$ cat src/hw/rtl/water_ripple_stencil_core_assert.svh
// Assertion macros shared by the water ripple stencil RTL.
`ifndef WATER_RIPPLE_STENCIL_CORE_ASSERT_SVH
`define WATER_RIPPLE_STENCIL_CORE_ASSERT_SVH

// Same-cycle check, sampled on clk, off while rst_n is low.
`define WRS_ASSERT_NOW(label, ante, cons, msg) \
    label: assert property (@(posedge clk) disable iff (!rst_n) (ante) |-> (cons)) \
        else $error(msg);

// Next-cycle check, sampled on clk, off while rst_n is low.
`define WRS_ASSERT_NEXT(label, ante, cons, msg) \
    label: assert property (@(posedge clk) disable iff (!rst_n) (ante) |=> (cons)) \
        else $error(msg);

`endif

$ cat src/hw/rtl/wrs_pkg.sv
// Shared types, constants and codes of the water ripple stencil.
`timescale 1ns / 1ps
`default_nettype none

package wrs_pkg;

    // Default parameter values.
    localparam int DEF_MAX_WIDTH  = 1024;
    localparam int DEF_MAX_HEIGHT = 1024;
    localparam int DEF_FRAC_BITS  = 8;

    // Field and register widths.
    localparam int CHAN_W      = 16;
    localparam int DIM_W       = 11;
    localparam int DAMP_W      = 17;
    localparam int CFG_DATA_W  = 17;
    localparam int CFG_INDEX_W = 2;
    localparam int N_LANES     = 3;

    // Wave arithmetic widths: four-neighbor sum, signed difference, product.
    localparam int SUM_W  = CHAN_W + 2;
    localparam int DIFF_W = SUM_W + 1;
    localparam int PROD_W = SUM_W + DAMP_W;
    // Halving of the sum folded into the Q1.16 scaling.
    localparam int SCALE_SHIFT = 17;

    // Register reset values.
    localparam logic [DIM_W-1:0]  FRAME_WIDTH_RESET  = 11'd800;
    localparam logic [DIM_W-1:0]  FRAME_HEIGHT_RESET = 11'd800;
    localparam logic [DAMP_W-1:0] DAMPING_RESET      = 17'd65536;

    // Smallest usable frame dimension.
    localparam int MIN_DIM = 3;

    typedef enum logic [CFG_INDEX_W-1:0] {
        CFG_FRAME_WIDTH  = 2'd0,
        CFG_FRAME_HEIGHT = 2'd1,
        CFG_DAMPING      = 2'd2
    } cfg_index_t;

    localparam logic OP_PIXEL = 1'b0;
    localparam logic OP_FLUSH = 1'b1;

    typedef logic [CHAN_W-1:0] chan_t;
    typedef chan_t [N_LANES-1:0] pix_t;   // 0 red, 1 green, 2 blue

    typedef struct packed {
        logic  opcode;
        chan_t last_red;
        chan_t last_green;
        chan_t last_blue;
        chan_t older_red;
        chan_t older_green;
        chan_t older_blue;
    } in_item_t;

    typedef struct packed {
        chan_t new_red;
        chan_t new_green;
        chan_t new_blue;
        logic  frame_end;
    } out_item_t;

    // What one pipeline slot does when it reaches the merge stage.
    typedef struct packed {
        logic emit_held;   // emit the held result
        logic emit_lane;   // emit the lane value (drain of the last row)
        logic load_held;   // lane value becomes the held result
        logic frame_end;
        logic pass;        // lanes pass the older value through
    } slot_ctrl_t;

    // Per-stage load enables for the lanes.
    typedef struct packed {
        logic s1;
        logic s2;
        logic s3;
    } lane_en_t;

endpackage

`default_nettype wire

$ cat src/hw/rtl/wrs_merge.sv
// Merge stage: combines the lane values, keeps the held result, drives the output beat.
`timescale 1ns / 1ps
`default_nettype none

module wrs_merge
    import wrs_pkg::*;
(
    input  logic       clk,
    input  logic       rst_n,
    input  logic       slot_valid,
    input  slot_ctrl_t ctrl,
    input  pix_t       value,
    input  logic       out_ready,
    output logic       advance,
    output logic       out_valid,
    output out_item_t  out_data
);

    pix_t      held_reg;
    logic      out_valid_reg;
    logic      out_valid_next;
    out_item_t out_data_reg;
    out_item_t out_data_next;
    logic      emit;
    logic      out_free;

    always_comb
    begin
        emit     = ctrl.emit_held || ctrl.emit_lane;
        out_free = !out_valid_reg || out_ready;
        advance  = slot_valid && (!emit || out_free);
    end

    always_comb
    begin
        out_valid_next = out_valid_reg;
        out_data_next  = out_data_reg;
        if (advance && emit)
        begin
            out_valid_next          = 1'b1;
            out_data_next.new_red   = ctrl.emit_held ? held_reg[0] : value[0];
            out_data_next.new_green = ctrl.emit_held ? held_reg[1] : value[1];
            out_data_next.new_blue  = ctrl.emit_held ? held_reg[2] : value[2];
            out_data_next.frame_end = ctrl.frame_end;
        end
        else if (out_ready)
        begin
            out_valid_next = 1'b0;
        end
    end

    always_ff @(posedge clk or negedge rst_n)
    begin
        if (!rst_n)
            out_valid_reg <= 1'b0;
        else
            out_valid_reg <= out_valid_next;
    end

    // Held result is read for this slot's beat before this slot replaces it.
    always_ff @(posedge clk)
    begin
        out_data_reg <= out_data_next;
        if (advance && ctrl.load_held)
            held_reg <= value;
    end

    assign out_valid = out_valid_reg;
    assign out_data  = out_data_reg;

endmodule

`default_nettype wire

$ cat config.mk
export PLATFORM = sky130hd
export DESIGN_NAME = wrs_merge
export DESIGN_NICKNAME = d
export VERILOG_FILES = /design/src/hw/rtl/water_ripple_stencil_core_assert.svh /design/src/hw/rtl/wrs_pkg.sv /design/src/hw/rtl/wrs_merge.sv
export SDC_FILE = /design/constraint.sdc
export NUM_CORES = 1
export LEC_CHECK = 0
export ABC_CLOCK_PERIOD_IN_PS = 2900
export BUFFER_PORTS_ARGS = -buffer_cell sky130_fd_sc_hd__buf_2
export CORE_ASPECT_RATIO = 2
export CORE_UTILIZATION = 45
export CTS_CLUSTER_SIZE = 20
export DETAILED_ROUTE_END_ITERATION = 12
export HOLD_SLACK_MARGIN = 0.03
export PLACE_DENSITY = 0.72
export SLEW_MARGIN = 5
export SYNTH_ARGS = -nofsm -noshare
export SYNTH_HDL_FRONTEND = slang
export SYNTH_SLANG_ARGS = --single-unit
export TNS_END_PERCENT = 1
$ cat constraint.sdc
create_clock -name clk -period 2.9 [get_ports clk]
set_input_delay 0.58 -clock clk [delete_from_list [all_inputs] [get_ports clk]]
set_output_delay 0.58 -clock clk [all_outputs]
set_load 0.01 [all_outputs]
==> metrics <==
Yosys warnings=0; Cell variety after synth=14; HPWL after DPL=between 4000 and 5000 um; Fmax=497 MHz; fin nets=~330; syn_nets=between 200 and 250; std cell rows=45; pins over their slew limit=0; Via density=4.95; Die H=~130 um; final instance area=~0.0045 sq mm; overflow left after global routing=0; CTS tree=yes; commonest non-fill, non-tap cells in the layout=buf_2 (106), edfxtp_1 (97), mux2_2 (48); Final ANT Viol Nets=0; Gate Count Post-Synth=between 150 and 200; clock sinks=98; Clock Skew=a little over 4 ps; largest net degree at the start of global routing=50; GP Congestion=0.741; detailed router's first-iteration violation count=around 110; TritonCTS Buffers=9; sequential area share after synthesis=~82%; initial antenna violation count=0; Clock Latency Late Sink=340 ps; Max-slew headroom=64.4%; clock root buffer master=clkbuf_16; hold slack=about 420 ps; Initial Util=47.0%; RSZ-0062 raised after global routing=no; CTS Buffer Depth=2; Vias=between 1,500 and 2,000; CTS H-tree depth=3; number of port buffers=roughly 110; final WL=around 6300 um; pwr/cell area=about 670 mW/mm^2; worst hold path class=in -> reg; first-pass GRT wire length=~9600 um; vias in the first global route=around 1,900; FF+latch area=0.00294 sq mm; largest fanout on the critical path=19; Die W=approximately 65 um; status=completed; Comb pwr share=around 8%; Pint=between 2 and 2.5 mW; io pins=108; most common cell after layout, fill and taps aside=buf_2; max reg flops=approximately 50; drt drc=0; worst-margin pin slew=~530 ps; Final Hold Violating Endpoints=0; post-layout minimum cycle time=between 2000 and 2500 ps; Net Switching=600 uW; switching share of power=around 20%; Wirelength per Cell=16.9 um; final setup fails=0; Core Footprint=0.00766 sq mm; layout cells sized above 1=between 60 and 70%; # Max-Cap Violations=0; Multi-input gate area=just over 600 sq um; Mapped Area=around 0.0036 sq mm; crit path kind=in -> out; fin crit share=69.3%; Seq cells post-synth=approximately 100; Lkg Pwr=roughly 1.7 nW; Sequential Power Share=55.1%; Data required, critical path=~2300 ps; Worst setup EP type=primary output; Fillers=between 600 and 700; full die area=about 0.0084 sq mm; fin util=between 50 and 60%; Pre-antenna DRT Iters=3; Clock Power Share=between 30% and 40%; P&R area growth vs syn=26.2%; GRT Util Overall=16.2%; critical path launch point type=input port; Peak VDD IR=0.395 mV; Ant. Diodes=0; cts repair resizes=0; Avg Inst Size Synth=approximately 22 sq um; Cell Area, Placed=around 0.0043 sq mm; Clock Pin Slew Worst Setup and Hold Paths=~60 ps; WP data arrival=about 1400 ps
## critical path, cell delays in order
cell      delay (ps)
buf_2            250
or2_4            340
a21boi_2         130
buf_2            140
## per-stage QoR
step                std cells  TNS, ps  total power [mW]  setup slack [ps]
floorplan                 160     -701              1.82             -14.6
global placement          358        0              1.93               672
detailed placement        358        0              1.94               632
CTS                       375        0              3.06               883
global route              375        0              3.13               827
finish                    375        0              3.02               889
## power by group through the flow
stage	clock [mW]	sequential [mW]	combinational [mW]
2_1_floorplan	0	1.72	0.101
3_3_place_gp	0	1.70	0.232
3_5_place_dp	0	1.70	0.240
4_1_cts	1.15	1.67	0.241
5_1_grt	1.20	1.67	0.256
6_report	1.12	1.67	0.236
## timing repair
action,in CTS,in global routing
endpoints found under the hold margin,1,0
hold buffers,1,0
buffers inserted,0,0
## path summary, 6_finish.rpt
check	slack (ps)	end	cells past startpoint	from
max	890	advance	4	ctrl[4]
max reg2reg	1210	held_reg[4]	3	out_valid
max in group asynchronous	2270	out_valid	2	rst_n
min	420	out_data[0]	1	ctrl[1]
min in group asynchronous	550	out_valid	2	rst_n
min reg2reg	540	out_data[4]	1	held_reg[35]
## cells in the mapped netlist (all sizes together)
library cell,count,area [sq um]
a21boi,1,11.3
mux2,48,541
nand2,1,3.75
o21ai,1,5.00
or2,1,8.76
buf,6,63.8
nor2,1,3.75
dfrtp,1,25.0
nor2b,1,6.26
nand2b,1,6.26
a21oi,1,8.76
edfxtp,97,2910
## metal layers
| layer | part of all wire (%) | global-route usage (%) | vias up |
|---|---|---|---|
| li1 | - | - | 869 |
| met1 | 38 | 17.6 | 920 |
| met2 | 55 | 27.5 | 59 |
| met3 | 5.0 | 5.50 | 10 |
| met4 | 2.1 | 8.06 | 0 |
| met5 | 0 | 0 | - |
## cell type report
| type | count | share of cell area (%) |
|---|---|---|
| sequential | 98 | 64.7 |
| clock buffer | 12 | 5.21 |
| multi-input combinational | 56 | 13.4 |
| tap | 94 | 2.59 |
| timing repair buffer | 111 | 13.1 |
| clock inverter | 4 | 0.937 |
## logic make-up (layout without fill, tap and decap cells)
kind of cell | count (synthesis) | count (layout) | synth area share [%]
compound gates | 3 | 3 | 0.696
buf+inv | 6 | 127 | 1.77
flops | 98 | 98 | 81.7
mux | 48 | 48 | 15.0
simple gates | 5 | 5 | 0.800
No activity file was read; power rests on OpenSTA's default activity.
