--- src/hw/rtl/water_ripple_stencil_core_assert.svh ---
// Assertion macros shared by the water ripple stencil RTL.
`ifndef WATER_RIPPLE_STENCIL_CORE_ASSERT_SVH
`define WATER_RIPPLE_STENCIL_CORE_ASSERT_SVH

// Same-cycle check, sampled on clk, off while rst_n is low.
`define WRS_ASSERT_NOW(label, ante, cons, msg) \
    label: assert property (@(posedge clk) disable iff (!rst_n) (ante) |-> (cons)) \
        else $error(msg);

// Next-cycle check, sampled on clk, off while rst_n is low.
`define WRS_ASSERT_NEXT(label, ante, cons, msg) \
    label: assert property (@(posedge clk) disable iff (!rst_n) (ante) |=> (cons)) \
        else $error(msg);

`endif

--- src/hw/rtl/wrs_pkg.sv ---
// Shared types, constants and codes of the water ripple stencil.
`timescale 1ns / 1ps
`default_nettype none

package wrs_pkg;

    // Default parameter values.
    localparam int DEF_MAX_WIDTH  = 1024;
    localparam int DEF_MAX_HEIGHT = 1024;
    localparam int DEF_FRAC_BITS  = 8;

    // Field and register widths.
    localparam int CHAN_W      = 16;
    localparam int DIM_W       = 11;
    localparam int DAMP_W      = 17;
    localparam int CFG_DATA_W  = 17;
    localparam int CFG_INDEX_W = 2;
    localparam int N_LANES     = 3;

    // Wave arithmetic widths: four-neighbor sum, signed difference, product.
    localparam int SUM_W  = CHAN_W + 2;
    localparam int DIFF_W = SUM_W + 1;
    localparam int PROD_W = SUM_W + DAMP_W;
    // Halving of the sum folded into the Q1.16 scaling.
    localparam int SCALE_SHIFT = 17;

    // Register reset values.
    localparam logic [DIM_W-1:0]  FRAME_WIDTH_RESET  = 11'd800;
    localparam logic [DIM_W-1:0]  FRAME_HEIGHT_RESET = 11'd800;
    localparam logic [DAMP_W-1:0] DAMPING_RESET      = 17'd65536;

    // Smallest usable frame dimension.
    localparam int MIN_DIM = 3;

    typedef enum logic [CFG_INDEX_W-1:0] {
        CFG_FRAME_WIDTH  = 2'd0,
        CFG_FRAME_HEIGHT = 2'd1,
        CFG_DAMPING      = 2'd2
    } cfg_index_t;

    localparam logic OP_PIXEL = 1'b0;
    localparam logic OP_FLUSH = 1'b1;

    typedef logic [CHAN_W-1:0] chan_t;
    typedef chan_t [N_LANES-1:0] pix_t;   // 0 red, 1 green, 2 blue

    typedef struct packed {
        logic  opcode;
        chan_t last_red;
        chan_t last_green;
        chan_t last_blue;
        chan_t older_red;
        chan_t older_green;
        chan_t older_blue;
    } in_item_t;

    typedef struct packed {
        chan_t new_red;
        chan_t new_green;
        chan_t new_blue;
        logic  frame_end;
    } out_item_t;

    // What one pipeline slot does when it reaches the merge stage.
    typedef struct packed {
        logic emit_held;   // emit the held result
        logic emit_lane;   // emit the lane value (drain of the last row)
        logic load_held;   // lane value becomes the held result
        logic frame_end;
        logic pass;        // lanes pass the older value through
    } slot_ctrl_t;

    // Per-stage load enables for the lanes.
    typedef struct packed {
        logic s1;
        logic s2;
        logic s3;
    } lane_en_t;

endpackage

`default_nettype wire

--- src/hw/rtl/wrs_lane.sv ---
// One color channel of the wave update: difference, damping multiply, clamp.
`timescale 1ns / 1ps
`default_nettype none

module wrs_lane
    import wrs_pkg::*;
#(
    parameter int FRAC_BITS = DEF_FRAC_BITS
)
(
    input  logic              clk,
    input  lane_en_t          en,
    input  logic [DAMP_W-1:0] damping,
    input  logic              pass,
    input  chan_t             up,
    input  chan_t             down,
    input  chan_t             left,
    input  chan_t             right,
    input  chan_t             older,
    output chan_t             value
);

    localparam chan_t OutMax = CHAN_W'((32'd255 << FRAC_BITS) & 32'hFFFF);

    logic [SUM_W-1:0]  sum;
    logic [DIFF_W-1:0] diff_next;
    logic [DIFF_W-1:0] diff_reg;
    logic              pass1_reg;
    chan_t             older1_reg;

    logic              positive;
    logic [PROD_W-1:0] prod_next;
    logic [PROD_W-1:0] prod_reg;
    logic              pass2_reg;
    chan_t             older2_reg;

    logic [PROD_W-SCALE_SHIFT-1:0] scaled;
    chan_t                         value_next;
    chan_t                         value_reg;

    // Sum kept whole, twice the older value taken off: the halving stays exact.
    always_comb
    begin
        sum       = SUM_W'(up) + SUM_W'(down) + SUM_W'(left) + SUM_W'(right);
        diff_next = DIFF_W'(sum) - DIFF_W'({older, 1'b0});
    end

    always_ff @(posedge clk)
    begin
        if (en.s1)
        begin
            diff_reg   <= diff_next;
            pass1_reg  <= pass;
            older1_reg <= older;
        end
    end

    always_comb
    begin
        positive  = !diff_reg[DIFF_W-1] && (diff_reg != '0);
        prod_next = positive ? PROD_W'(diff_reg[SUM_W-1:0]) * PROD_W'(damping) : '0;
    end

    always_ff @(posedge clk)
    begin
        if (en.s2)
        begin
            prod_reg   <= prod_next;
            pass2_reg  <= pass1_reg;
            older2_reg <= older1_reg;
        end
    end

    always_comb
    begin
        scaled = prod_reg[PROD_W-1:SCALE_SHIFT];
        if (pass2_reg)
            value_next = older2_reg;
        else if (scaled > (PROD_W-SCALE_SHIFT)'(OutMax))
            value_next = OutMax;
        else
            value_next = CHAN_W'(scaled);
    end

    always_ff @(posedge clk)
    begin
        if (en.s3)
            value_reg <= value_next;
    end

    assign value = value_reg;

endmodule

`default_nettype wire

--- config.mk ---
export PLATFORM = sky130hd
export DESIGN_NAME = wrs_lane
export DESIGN_NICKNAME = d
export VERILOG_FILES = /design/src/hw/rtl/water_ripple_stencil_core_assert.svh /design/src/hw/rtl/wrs_pkg.sv /design/src/hw/rtl/wrs_lane.sv
export SDC_FILE = /design/constraint.sdc
export NUM_CORES = 1
export LEC_CHECK = 0
export BUFFER_PORTS_ARGS = -buffer_cell sky130_fd_sc_hd__buf_4
export CAP_MARGIN = 20
export CORE_ASPECT_RATIO = 1.5
export CORE_MARGIN = 3
export CORE_UTILIZATION = 45
export CTS_CLUSTER_SIZE = 28
export DETAILED_ROUTE_END_ITERATION = 8
export PLACE_DENSITY_LB_ADDON = 0.2
export SETUP_SLACK_MARGIN = 0.4
export SLEW_MARGIN = 20
export SYNTH_ARGS = -nofsm -noshare
export SYNTH_HDL_FRONTEND = slang
export SYNTH_SLANG_ARGS = --single-unit
--- constraint.sdc ---
create_clock -name clk -period 7.9 [get_ports clk]
set_input_delay 0.79 -clock clk [delete_from_list [all_inputs] [get_ports clk]]
set_output_delay 0.79 -clock clk [all_outputs]
set_load 0.02 [all_outputs]
==> impl_metrics.env <==
export IMPL_initial_utilization_pct=45.7
export IMPL_grt_ovfl_total=0
export IMPL_die_w_um=153
export IMPL_synth_area_leaders="fa_1 (39%), edfxtp_1 (18%), ha_1 (11%), inv_1 (9.3%), and2_1 (5.7%)"
export IMPL_drc=0
export IMPL_io_pin_count=118
export IMPL_antenna_cells=0
export IMPL_synth_cell_types=48
export IMPL_ys_seq_area_share_pct=17.9
export IMPL_synth_edf_count=87
export IMPL_period_share_pct=81.4
export IMPL_clock_skew_ns=0.0124
export IMPL_grt_pass1_vias=11439
export IMPL_vias_per_cell=5.17
export IMPL_ant_nets=0
export IMPL_via_count=10168
export IMPL_h_tree_depth=3
export IMPL_end_kind="register"
export IMPL_synthCells=1477
export IMPL_finalNetCount=2070
export IMPL_track_usage_pct=21.7
export IMPL_syn_avg_cell_area_um2=9.87
export IMPL_rows=80
export IMPL_synth_nets=1991
export IMPL_slew_violations=0
export IMPL_cp_data_arrival_time_ns=6.64
export IMPL_io_buffers=117
export IMPL_ys_ff_latch=87
export IMPL_antenna_found_initial=0
export IMPL_first_pass_iters=4
export IMPL_synth_flop_cell="edfxtp_1"
export IMPL_cts_setup_buffers=0
export IMPL_synth_common_cells="inv_1 (360), fa_1 (284), nand2_1 (188), and2_1 (134), ha_1 (128)"
export IMPL_whs_ns=0.407
export IMPL_cap_violations=0
export IMPL_post_drt_wl_per_cell_um=17.9
export IMPL_finalSetupViolCount=0
export IMPL_drive_gt1_share_pct=9.63
export IMPL_cts_num_sinks=87
export IMPL_final_hold_viol_count=0
export IMPL_clock_root_buffer="clkbuf_16"
export IMPL_dp_hpwl_um=29400
export IMPL_syn_cell_area_um2=14600
export IMPL_wirelength_um=35200
export IMPL_hp_class="register to register"
export IMPL_clk_latency_ns=0.35
export IMPL_required_ns=8.11
export IMPL_fp_dieH_um=226
export IMPL_largest_reg_flops=19
export IMPL_outcome="completed"
export IMPL_async_reset_ff_share_pct=0
export IMPL_die_area_um2=34600
export IMPL_postLayoutCoreUtil_pct=50.3
export IMPL_startpoint_type="register"
export IMPL_cts_tree="yes"
export IMPL_min_period_ns=6.43
export IMPL_worst_pin_slew_ns=0.798
export IMPL_clk_pin_slew_worst_paths_ns=0.07
export IMPL_core_um2=31900
export IMPL_clk_path_buf_depth=2
export IMPL_path_class="register to register"
export IMPL_fin_tns_setup_ns=0
export IMPL_rsz0062_at_grt="false"
export IMPL_synth_warnings=0
export IMPL_cts_buffers=9
export IMPL_grt_pass1_wl_um=57900
export IMPL_n_fill_cell=2978
export IMPL_max_slew_margin_rel_pct=46.8
export IMPL_finalWeightedCongestion=0.862
export IMPL_detail_route_iter0_violations=406
export IMPL_synth_most_common_cell="inv_1"
export IMPL_syn_to_final_growth_pct=10.1
export IMPL_critPathMaxFanout=18
export IMPL_cts_resized_gates=0
export IMPL_hold_buffers=0
export IMPL_max_clock_freq_mhz=156
export IMPL_yosys_area_top_type="fa_1"
export IMPL_grt_max_degree=37
export IMPL_synth_top_area_share_pct=39.0
==> metal layers <==
| layer | routed length (µm) | global-route usage, % | vias up |
|---|---|---|---|
| li1 | - | - | 4643 |
| met1 | 11600 | 21.3 | 5174 |
| met2 | 19400 | 41.9 | 256 |
| met3 | 1010 | 1.66 | 95 |
| met4 | 3190 | 16.5 | 0 |
| met5 | 0 | 0 | - |
==> through the flow <==
| stage | instances | area (µm²) | worst slack [ns] |
|---|---|---|---|
| floorplan | 1477 | 14600 | 1.46 |
| global placement | 1955 | 15800 | 1.41 |
| detailed placement | 1955 | 15800 | 1.33 |
| CTS | 1968 | 16100 | 1.46 |
| global route | 1968 | 16100 | 1.15 |
| finish | 1968 | 16100 | 1.47 |
==> worst max-delay path, cell delays in order (launching register included) <==
cell	delay (ns)
edfxtp_1	0.86
nand2_1	0.18
fa_1	0.57
inv_1	0.07
fa_1	0.48
fa_1	0.58
fa_1	0.45
fa_1	0.51
inv_1	0.05
fa_1	0.48
inv_1	0.05
ha_1	0.31
a21oi_1	0.14
o21ai_1	0.11
a211oi_2	0.29
a211oi_2	0.15
o31ai_4	0.40
a21oi_2	0.11
or3_1	0.35
a21oi_1	0.14
==> cell type report <==
type | count | area, µm² | share of cell area (%)
Inverter | 360 | 1350 | 8.42
Clock buffer | 9 | 225 | 1.40
Clock inverter | 4 | 25.0 | 0.156
Multi-Input combinational cell | 979 | 10400 | 65.0
Timing Repair Buffer | 119 | 893 | 5.57
Sequential cell | 87 | 2610 | 16.3
Tap cell | 410 | 513 | 3.20
==> logic make-up after synthesis <==
group | Yosys count | synth area share, %
simple gates | 417 | 13.9
fa+ha+maj | 412 | 50.0
buf+inv | 411 | 10.6
compound gates | 123 | 5.97
flops | 87 | 17.9
xor+xnor | 25 | 1.50
mux | 2 | 0.137
==> cells in the final DEF, fill, tap and decap left out, types with 2 or more instances in the layout <==
master / instances
a211oi_1: 6
a211oi_2: 2
a21boi_0: 2
a21o_1: 18
a21oi_1: 38
a21oi_2: 5
a22o_1: 8
a31oi_1: 6
and2_1: 134
and3_1: 2
buf_4: 119
clkbuf_16: 9
edfxtp_1: 87
fa_1: 284
ha_1: 128
inv_1: 360
mux2i_1: 2
nand2_1: 188
nand2b_1: 5
nand3_1: 11
nand3b_1: 2
nand4_1: 7
nor2_1: 36
nor2b_1: 2
nor3_1: 12
nor4_1: 8
o21a_1: 3
o21ai_0: 15
o21ai_1: 2
o21ai_2: 2
o21bai_1: 4
o311a_1: 2
o31ai_4: 2
or2_2: 4
or3_1: 2
or4_1: 2
xnor2_1: 16
xor2_1: 9
==> path summary, 6_finish.rpt <==
kind,end,start,slack (ns),depth (start not counted)
max reg2reg,prod_reg[34],diff_reg[8],1.47,19
min,older2_reg[13],older1_reg[13],0.41,0
min reg2reg,older2_reg[13],older1_reg[13],0.41,0
max,prod_reg[34],diff_reg[8],1.47,19
Power is left out: the tool's default activity adds up to more than one toggle a clock period on the data nets, which glitch-free logic cannot reach.
